===== src/rtl/i2c_mbs_pkg.sv =====
// Shared types and codes for the I2C master bit sequencer.
package i2c_mbs_pkg;

    localparam int unsigned BYTE_BITS = 8;

    typedef enum logic [4:0] {
        PH_IDLE    = 5'd0,
        PH_ST_HIGH = 5'd1,
        PH_ST_FALL = 5'd2,
        PH_W_LOW   = 5'd3,
        PH_W_SET   = 5'd4,
        PH_W_HIGH  = 5'd5,
        PH_WA_LOW  = 5'd6,
        PH_WA_REL  = 5'd7,
        PH_WA_HIGH = 5'd8,
        PH_WA_SAMP = 5'd9,
        PH_R_LOW   = 5'd10,
        PH_R_HIGH  = 5'd11,
        PH_R_SAMP  = 5'd12,
        PH_RA_LOW  = 5'd13,
        PH_RA_SET  = 5'd14,
        PH_RA_HIGH = 5'd15,
        PH_P_LOW   = 5'd16,
        PH_P_SDA   = 5'd17,
        PH_P_HIGH  = 5'd18,
        PH_P_REL   = 5'd19
    } t_phase;

    typedef enum logic [1:0] {
        KIND_START = 2'd0,
        KIND_WRITE = 2'd1,
        KIND_READ  = 2'd2,
        KIND_STOP  = 2'd3
    } t_kind;

    typedef enum logic [1:0] {
        ERR_NONE      = 2'd0,
        ERR_ADDR_NACK = 2'd1,
        ERR_DATA_NACK = 2'd2
    } t_err;

endpackage


===== src/rtl/i2c_master_bit_sequencer.sv =====
// I2C master bit sequencer: one pin phase per accepted input word.
// Each result word is registered at the edge that accepts its input word.
// Throughput: one word per cycle while the input is not stalled; the phase state machine and the result
// register are both updated at the edge that accepts the input word.
// The input side stalls only while a result word is waiting and stalled.
// Synchronous active-low reset puts the bus idle with SCL and SDA driven high.
module i2c_master_bit_sequencer (
    input  logic       i_clk,
    input  logic       i_rst_n,
    input  logic       i_valid,
    output logic       o_stall,
    input  logic       i_cmd_valid,
    input  logic [1:0] i_kind,
    input  logic [6:0] i_target_address,
    input  logic       i_read_direction,
    input  logic [7:0] i_tx_byte,
    input  logic       i_last_read,
    input  logic       i_sda_in,
    output logic       o_valid,
    input  logic       i_stall,
    output logic       o_scl_level,
    output logic       o_sda_level,
    output logic       o_sda_released,
    output logic       o_busy_res,
    output logic       o_cmd_done,
    output logic [7:0] o_rx_byte,
    output logic       o_ack_received,
    output logic [1:0] o_error_code
);

    i2c_mbs_pkg::t_phase r_phase, n_phase, l_phase;
    i2c_mbs_pkg::t_kind  r_cmd, l_cmd;
    logic [3:0] r_count, l_count, n_count, cnt_inc;
    logic [7:0] r_shift, l_shift, n_shift;
    logic       r_nack, l_nack;
    logic [1:0] r_err, l_err, n_err;
    logic       r_scl, n_scl;
    logic       r_sda, n_sda;
    logic       r_float, n_float;
    logic       r_ack, n_ack;
    logic [7:0] r_rx, n_rx;
    logic       r_done, n_done;
    logic       r_out_valid;
    logic       in_acc;

    assign o_stall = r_out_valid & i_stall;
    assign in_acc  = i_valid & ~o_stall;
    assign cnt_inc = l_count + 4'd1;

    always_comb begin
        l_phase = r_phase;
        l_cmd   = r_cmd;
        l_count = r_count;
        l_shift = r_shift;
        l_nack  = r_nack;
        l_err   = r_err;
        if (r_phase == i2c_mbs_pkg::PH_IDLE && i_cmd_valid) begin
            l_cmd   = i2c_mbs_pkg::t_kind'(i_kind);
            l_count = 4'd0;
            unique case (i2c_mbs_pkg::t_kind'(i_kind))
                i2c_mbs_pkg::KIND_START: begin
                    l_err   = i2c_mbs_pkg::ERR_NONE;
                    l_shift = {i_target_address, i_read_direction};
                    l_phase = i2c_mbs_pkg::PH_ST_HIGH;
                end
                i2c_mbs_pkg::KIND_WRITE: begin
                    l_shift = i_tx_byte;
                    l_phase = i2c_mbs_pkg::PH_W_LOW;
                end
                i2c_mbs_pkg::KIND_READ: begin
                    l_shift = 8'd0;
                    l_nack  = i_last_read;
                    l_phase = i2c_mbs_pkg::PH_R_LOW;
                end
                default: begin
                    l_phase = i2c_mbs_pkg::PH_P_LOW;
                end
            endcase
        end
    end

    always_comb begin
        unique case (l_phase)
            i2c_mbs_pkg::PH_IDLE:    n_phase = i2c_mbs_pkg::PH_IDLE;
            i2c_mbs_pkg::PH_ST_HIGH: n_phase = i2c_mbs_pkg::PH_ST_FALL;
            i2c_mbs_pkg::PH_ST_FALL: n_phase = i2c_mbs_pkg::PH_W_LOW;
            i2c_mbs_pkg::PH_W_LOW:   n_phase = i2c_mbs_pkg::PH_W_SET;
            i2c_mbs_pkg::PH_W_SET:   n_phase = i2c_mbs_pkg::PH_W_HIGH;
            i2c_mbs_pkg::PH_W_HIGH:  n_phase = (cnt_inc >= 4'(i2c_mbs_pkg::BYTE_BITS)) ?
                                               i2c_mbs_pkg::PH_WA_LOW : i2c_mbs_pkg::PH_W_LOW;
            i2c_mbs_pkg::PH_WA_LOW:  n_phase = i2c_mbs_pkg::PH_WA_REL;
            i2c_mbs_pkg::PH_WA_REL:  n_phase = i2c_mbs_pkg::PH_WA_HIGH;
            i2c_mbs_pkg::PH_WA_HIGH: n_phase = i2c_mbs_pkg::PH_WA_SAMP;
            i2c_mbs_pkg::PH_WA_SAMP: n_phase = i2c_mbs_pkg::PH_IDLE;
            i2c_mbs_pkg::PH_R_LOW:   n_phase = i2c_mbs_pkg::PH_R_HIGH;
            i2c_mbs_pkg::PH_R_HIGH:  n_phase = i2c_mbs_pkg::PH_R_SAMP;
            i2c_mbs_pkg::PH_R_SAMP:  n_phase = (cnt_inc >= 4'(i2c_mbs_pkg::BYTE_BITS)) ?
                                               i2c_mbs_pkg::PH_RA_LOW : i2c_mbs_pkg::PH_R_LOW;
            i2c_mbs_pkg::PH_RA_LOW:  n_phase = i2c_mbs_pkg::PH_RA_SET;
            i2c_mbs_pkg::PH_RA_SET:  n_phase = i2c_mbs_pkg::PH_RA_HIGH;
            i2c_mbs_pkg::PH_RA_HIGH: n_phase = i2c_mbs_pkg::PH_IDLE;
            i2c_mbs_pkg::PH_P_LOW:   n_phase = i2c_mbs_pkg::PH_P_SDA;
            i2c_mbs_pkg::PH_P_SDA:   n_phase = i2c_mbs_pkg::PH_P_HIGH;
            i2c_mbs_pkg::PH_P_HIGH:  n_phase = i2c_mbs_pkg::PH_P_REL;
            i2c_mbs_pkg::PH_P_REL:   n_phase = i2c_mbs_pkg::PH_IDLE;
            default:                 n_phase = i2c_mbs_pkg::PH_IDLE;
        endcase
    end

    always_comb begin
        n_count = l_count;
        n_shift = l_shift;
        n_err   = l_err;
        n_scl   = r_scl;
        n_sda   = r_sda;
        n_float = r_float;
        n_ack   = r_ack;
        n_rx    = r_rx;
        n_done  = 1'b0;
        unique case (l_phase) inside
            i2c_mbs_pkg::PH_ST_HIGH: begin
                n_scl   = 1'b1;
                n_sda   = 1'b1;
                n_float = 1'b0;
            end
            i2c_mbs_pkg::PH_ST_FALL: begin
                n_sda   = 1'b0;
                n_float = 1'b0;
            end
            i2c_mbs_pkg::PH_W_LOW, i2c_mbs_pkg::PH_WA_LOW, i2c_mbs_pkg::PH_RA_LOW,
            i2c_mbs_pkg::PH_P_LOW: begin
                n_scl = 1'b0;
            end
            i2c_mbs_pkg::PH_W_SET: begin
                n_sda   = l_shift[7];
                n_float = 1'b0;
            end
            i2c_mbs_pkg::PH_W_HIGH: begin
                n_scl   = 1'b1;
                n_shift = {l_shift[6:0], 1'b0};
                n_count = cnt_inc;
            end
            i2c_mbs_pkg::PH_WA_REL: begin
                n_float = 1'b1;
            end
            i2c_mbs_pkg::PH_WA_HIGH, i2c_mbs_pkg::PH_R_HIGH, i2c_mbs_pkg::PH_P_HIGH: begin
                n_scl = 1'b1;
            end
            i2c_mbs_pkg::PH_WA_SAMP: begin
                n_ack  = ~i_sda_in;
                n_done = 1'b1;
                if (i_sda_in) begin
                    n_err = (l_cmd == i2c_mbs_pkg::KIND_START) ?
                            i2c_mbs_pkg::ERR_ADDR_NACK : i2c_mbs_pkg::ERR_DATA_NACK;
                end
            end
            i2c_mbs_pkg::PH_R_LOW: begin
                n_scl   = 1'b0;
                n_float = 1'b1;
            end
            i2c_mbs_pkg::PH_R_SAMP: begin
                n_shift = {l_shift[6:0], i_sda_in};
                n_count = cnt_inc;
            end
            i2c_mbs_pkg::PH_RA_SET: begin
                n_sda   = l_nack;
                n_float = 1'b0;
            end
            i2c_mbs_pkg::PH_RA_HIGH: begin
                n_scl  = 1'b1;
                n_rx   = l_shift;
                n_done = 1'b1;
            end
            i2c_mbs_pkg::PH_P_SDA: begin
                n_sda   = 1'b0;
                n_float = 1'b0;
            end
            i2c_mbs_pkg::PH_P_REL: begin
                n_sda   = 1'b1;
                n_float = 1'b0;
                n_done  = 1'b1;
            end
            default: begin
            end
        endcase
    end

    always_ff @(posedge i_clk) begin
        if (!i_rst_n) begin
            r_phase     <= i2c_mbs_pkg::PH_IDLE;
            r_cmd       <= i2c_mbs_pkg::KIND_START;
            r_count     <= 4'd0;
            r_shift     <= 8'd0;
            r_nack      <= 1'b0;
            r_err       <= i2c_mbs_pkg::ERR_NONE;
            r_scl       <= 1'b1;
            r_sda       <= 1'b1;
            r_float     <= 1'b0;
            r_ack       <= 1'b0;
            r_rx        <= 8'd0;
            r_done      <= 1'b0;
            r_out_valid <= 1'b0;
        end else begin
            r_out_valid <= in_acc | (r_out_valid & i_stall);
            if (in_acc) begin
                r_phase <= n_phase;
                r_cmd   <= l_cmd;
                r_count <= n_count;
                r_shift <= n_shift;
                r_nack  <= l_nack;
                r_err   <= n_err;
                r_scl   <= n_scl;
                r_sda   <= n_sda;
                r_float <= n_float;
                r_ack   <= n_ack;
                r_rx    <= n_rx;
                r_done  <= n_done;
            end
        end
    end

    assign o_valid        = r_out_valid;
    assign o_scl_level    = r_scl;
    assign o_sda_level    = r_sda;
    assign o_sda_released = r_float;
    assign o_busy_res     = (r_phase != i2c_mbs_pkg::PH_IDLE);
    assign o_cmd_done     = r_done;
    assign o_rx_byte      = r_rx;
    assign o_ack_received = r_ack;
    assign o_error_code   = r_err;

`ifndef ASSERT_OFF
    a_done_not_busy: assert property (@(posedge i_clk) disable iff (!i_rst_n)
        o_cmd_done |-> !o_busy_res)
        else $error("command done reported while still busy");

    a_err_code_legal: assert property (@(posedge i_clk) disable iff (!i_rst_n)
        o_error_code != 2'd3)
        else $error("illegal error code");

    a_cmd_starts_busy: assert property (@(posedge i_clk) disable iff (!i_rst_n)
        (in_acc && i_cmd_valid && r_phase == i2c_mbs_pkg::PH_IDLE) |=> o_busy_res)
        else $error("accepted command did not make the sequencer busy");

    a_phase_holds: assert property (@(posedge i_clk) disable iff (!i_rst_n)
        !in_acc |=> $stable(r_phase))
        else $error("phase moved without an accepted word");
`endif

endmodule

===== config.mk =====
export PLATFORM = sky130hd
export DESIGN_NAME = i2c_master_bit_sequencer
export DESIGN_NICKNAME = d
export VERILOG_FILES = /design/src/rtl/i2c_mbs_pkg.sv /design/src/rtl/i2c_master_bit_sequencer.sv
export SDC_FILE = /design/constraint.sdc
export NUM_CORES = 1
export LEC_CHECK = 0
export BUFFER_PORTS_ARGS = -buffer_cell sky130_fd_sc_hd__buf_2
export CAP_MARGIN = 20
export CORE_ASPECT_RATIO = 2
export CORE_MARGIN = 3
export CORE_UTILIZATION = 60
export CTS_BUF_LIST = sky130_fd_sc_hd__clkbuf_16
export CTS_CLUSTER_DIAMETER = 40
export DETAILED_ROUTE_END_ITERATION = 12
export PLACE_DENSITY = 0.92
export SYNTH_ARGS = -nofsm -noshare
export SYNTH_HDL_FRONTEND = slang
export SYNTH_SLANG_ARGS = --single-unit
export TNS_END_PERCENT = 50

===== constraint.sdc =====
create_clock -name i_clk -period 5.8 [get_ports i_clk]
set_input_delay 0 -clock i_clk [delete_from_list [all_inputs] [get_ports i_clk]]
set_output_delay 0 -clock i_clk [all_outputs]
set_load 0.005 [all_outputs]

==> flow_summary.html <==
<table>
<tr><th>Metric</th><th>Value</th></tr>
<tr><th colspan="2">Cells and area</th></tr>
<tr><td>Most used cells in the layout excluding fill and tap cells</td><td>sky130_fd_sc_hd__buf_2 (42), sky130_fd_sc_hd__dfxtp_1 (36), sky130_fd_sc_hd__nand2_1 (32)</td></tr>
<tr><td>Utilization after layout</td><td>between 70 and 80%</td></tr>
<tr><td>Fraction of layout instances using a drive strength above 1</td><td>a little under a fifth</td></tr>
<tr><td>Number of nets in the layout</td><td>358</td></tr>
<tr><td>Area Growth Syn to Fin</td><td>13.1%</td></tr>
<tr><td>Most common library cell in the layout ignoring fill and taps</td><td>sky130_fd_sc_hd__buf_2</td></tr>
<tr><td>Ant diodes</td><td>0</td></tr>
<tr><td>Number of filler cells placed in the layout</td><td>around 320</td></tr>
<tr><th colspan="2">Synth</th></tr>
<tr><td>Proportion of register bits with asynchronous set or reset after synthesis</td><td>0%</td></tr>
<tr><td>Synthesized area divided by synthesized cell count</td><td>roughly 8.0 µm²</td></tr>
<tr><td>Flops &amp; latches, synth</td><td>36</td></tr>
<tr><td>Synth Warn #</td><td>0</td></tr>
<tr><td>Number of enable-type register cells in the synthesized netlist</td><td>0</td></tr>
<tr><td>Netlist Area Pre-Place</td><td>between 2000 and 2500 µm²</td></tr>
<tr><td>Library cells used by synthesis</td><td>roughly 60</td></tr>
<tr><td>Dominant register cell in the synthesized netlist</td><td>sky130_fd_sc_hd__dfxtp_1</td></tr>
<tr><td>Synthesized net count</td><td>332</td></tr>
<tr><td>Share of the yosys chip area belonging to registers</td><td>between 20% and 30%</td></tr>
<tr><td>Instance count of the mapped netlist</td><td>302</td></tr>
<tr><th colspan="2">Drt</th></tr>
<tr><td>Iteration-0 DRC Markers</td><td>127</td></tr>
<tr><td>TritonRoute pass-1 iters</td><td>5</td></tr>
<tr><td>Total Routed Length</td><td>6850 µm</td></tr>
<tr><td>DRC viols</td><td>0</td></tr>
<tr><td>Via density</td><td>6.49</td></tr>
<tr><td>Number of routed nets with antenna violations</td><td>0</td></tr>
<tr><td>Wirelength per Cell</td><td>between 15 and 20 µm</td></tr>
<tr><td>Detailed-route via count</td><td>about 2,500</td></tr>
<tr><th colspan="2">CTS</th></tr>
<tr><td>Cts bufs inserted</td><td>5</td></tr>
<tr><td>Clk pin slew, worst setup/hold paths</td><td>0.06 ns</td></tr>
<tr><td>H-tree levels</td><td>2</td></tr>
<tr><td>Cts hold-fix bufs</td><td>1</td></tr>
<tr><td>Resize count post-CTS</td><td>0</td></tr>
<tr><td>Buffer type at the clock tree root</td><td>sky130_fd_sc_hd__clkbuf_16</td></tr>
<tr><td>Clock tree sinks</td><td>36</td></tr>
<tr><td>Clk_lat worst skew</td><td>0.28 ns</td></tr>
<tr><td>Number of buffers added for setup after CTS</td><td>0</td></tr>
<tr><td>Clock tree from TritonCTS</td><td>yes</td></tr>
<tr><td>Max Root-Sink Buffers</td><td>2</td></tr>
<tr><th colspan="2">Worst hold path</th></tr>
<tr><td>Hold Path Stages</td><td>3</td></tr>
<tr><td>Kind of path behind the tightest hold check</td><td>input port to register</td></tr>
<tr><th colspan="2">Power and ir drop</th></tr>
<tr><td>Leakage dissipation</td><td>1.18 nW</td></tr>
<tr><td>Maximum ir drop on the vdd rail</td><td>roughly 0.30 mV</td></tr>
<tr><td>Power density normalized to cell area</td><td>approximately 260 nW/µm²</td></tr>
<tr><th colspan="2">Placement</th></tr>
<tr><td>Placer's final routability congestion estimate</td><td>around 1.0</td></tr>
<tr><td>Number of port buffers</td><td>42</td></tr>
<tr><td>HPWL after DPL</td><td>between 4000 and 5000 µm</td></tr>
<tr><th colspan="2">Setup path</th></tr>
<tr><td>Path depth of the worst reg2reg path</td><td>6</td></tr>
<tr><td>Cell chain of the critical path</td><td>nor3_1 -&gt; a21o_1 -&gt; nor4_1 -&gt; a32oi_1 -&gt; o211ai_1 -&gt; o21ai_1</td></tr>
<tr><td>Startpoint Class</td><td>register</td></tr>
<tr><td>Class of the most critical setup path</td><td>register to register</td></tr>
<tr><td>Arrival time reported for the critical path endpoint</td><td>roughly 2.9 ns</td></tr>
<tr><td>Data required time at the worst endpoint</td><td>between 5 and 6 ns</td></tr>
<tr><td>CP endpoint kind</td><td>register</td></tr>
<tr><td>Largest driver fanout on the critical path</td><td>18</td></tr>
<tr><td>Setup slack of the most critical reg-to-reg path</td><td>3.07 ns</td></tr>
<tr><td>Max stage delay on crit path</td><td>0.70 ns</td></tr>
<tr><td>Library cell contributing the largest single delay on the critical path</td><td>sky130_fd_sc_hd__dfxtp_1</td></tr>
<tr><th colspan="2">Timing</th></tr>
<tr><td>RSZ-0062 raised after global routing</td><td>no</td></tr>
<tr><td>Final setup fails</td><td>0</td></tr>
<tr><td>Fin crit period</td><td>2.73 ns</td></tr>
<tr><td>Number of max-slew violations in the final report</td><td>0</td></tr>
<tr><td>Achievable Freq</td><td>about 370 MHz</td></tr>
<tr><td>Rel. slew slack</td><td>43.7%</td></tr>
<tr><td>Endpoints failing hold</td><td>0</td></tr>
<tr><td>Ratio of final minimum period to clock period</td><td>47.0%</td></tr>
<tr><td>Skew final</td><td>0.00600 ns</td></tr>
<tr><td>Final total negative setup slack</td><td>0 ns</td></tr>
<tr><td>Transition time at the pin with the least slew margin</td><td>0.841 ns</td></tr>
<tr><th colspan="2">Global routing</th></tr>
<tr><td>Number of global-route vias before repair</td><td>2,385</td></tr>
<tr><td>GR Overflow Total</td><td>0</td></tr>
<tr><td>Overall track demand over capacity in global routing</td><td>29.6%</td></tr>
<tr><td>Number of antenna violations at the first check in global routing</td><td>0</td></tr>
<tr><td>First-pass GRT wire length</td><td>10,900 µm</td></tr>
<tr><td>Largest net degree at the start of global routing</td><td>40</td></tr>
<tr><th colspan="2">Floorplan</th></tr>
<tr><td>Number of placement rows</td><td>32</td></tr>
<tr><td>Full die area</td><td>4890 µm²</td></tr>
<tr><td>Chip width</td><td>51.0 µm</td></tr>
<tr><td>Io pins</td><td>43</td></tr>
<tr><td>Core ar.</td><td>3880 µm²</td></tr>
<tr><td>Initial core utilization</td><td>a little over three fifths</td></tr>
<tr><td>Die height</td><td>96.0 µm</td></tr>
<tr><th colspan="2">Flow run</th></tr>
<tr><td>Count of max-cap constraint violations</td><td>0</td></tr>
<tr><th colspan="2">Status</th></tr>
<tr><td>Result of the run</td><td>finished clean</td></tr>
</table>
-- flip-flops by register name, indices dropped and copies added (netlist names) --
register / cells
o_valid: 1
r_shift: 8
r_phase: 5
o_ack_received: 1
o_sda_level: 1
o_rx_byte: 8
o_error_code: 2
o_sda_released: 1
o_scl_level: 1
r_cmd: 2
o_cmd_done: 1
r_count: 4
r_nack: 1
-- critical path: cells and delay by family (launching register included) --
family             cells  cell delay, ns
DFF                    1            0.70
AOI/OAI and AO/OA      4            0.98
and+or+nand+nor        2            0.92
-- cell type report --
| class | instances | area (µm²) | area share (%) |
|---|---|---|---|
| clock buffer | 5 | 125 | 4.56 |
| clock inverter | 2 | 7.51 | 0.273 |
| inverter | 4 | 15.0 | 0.547 |
| multi-input combinational | 236 | 1580 | 57.5 |
| sequential | 36 | 721 | 26.3 |
| tap | 51 | 63.8 | 2.32 |
| timing repair buffer | 45 | 235 | 8.57 |
-- Yosys cell counts, types with 10 or more instances --
cell type / n / area, µm²
sky130_fd_sc_hd__dfxtp_1: 36 / 721
sky130_fd_sc_hd__nand2_1: 32 / 120
sky130_fd_sc_hd__clkbuf_1: 17 / 63.8
sky130_fd_sc_hd__o21ai_0: 17 / 85.1
sky130_fd_sc_hd__nor2_1: 15 / 56.3
sky130_fd_sc_hd__o211ai_1: 12 / 90.1
sky130_fd_sc_hd__o21ai_1: 12 / 60.1
sky130_fd_sc_hd__a21oi_1: 11 / 55.1
sky130_fd_sc_hd__nand2b_1: 11 / 68.8
sky130_fd_sc_hd__nor2b_1: 11 / 68.8
sky130_fd_sc_hd__o211a_1: 10 / 100
-- power breakdown --
part	switching, W	internal [W]	total (W)
logic	0.000119	0.0000741	0.000193
registers	0.0000182	0.000260	0.000279
clock network	0.0000974	0.000154	0.000251
-- per-layer routing --
metal | GRT usage, % | up-vias | part of all wire [%]
li1 | - | 1163 | -
met3 | 3.57 | 31 | 5.9
met5 | 0 | - | 0
met4 | 17.5 | 0 | 4.1
met1 | 29.7 | 1150 | 35
met2 | 56.1 | 116 | 55
-- per-stage QoR --
stage | cell area (µm²) | cells | setup slack (ns) | total power, W | hold WS [ns]
3_3_place_gp | 2600 | 371 | 3.20 | 0.000465 | 0.227
6_report | 2750 | 379 | 3.07 | 0.000723 | 0.0285
5_1_grt | 2750 | 379 | 2.88 | 0.000749 | 0.0523
3_5_place_dp | 2600 | 371 | 3.15 | 0.000469 | 0.243
2_1_floorplan | 2430 | 302 | 3.76 | 0.000424 | 0.124
4_1_cts | 2750 | 379 | 3.12 | 0.000719 | 0.0347
-- cell families after synthesis --
logic type / synth area share, %
simple gates: 25.3
xor+xnor: 1.08
compound gates: 32.0
mux: 3.71
buf+inv: 5.62
flops: 29.7
fa+ha+maj: 2.58
-- path summary, 6_finish.rpt --
path / startpoint / to
max: r_phase[4] / o_error_code[0]
min: i_kind[1] / r_cmd[1]
max reg2reg: r_phase[4] / o_error_code[0]
min reg2reg: o_cmd_done / o_cmd_done
(Power assumes the default switching activity.)
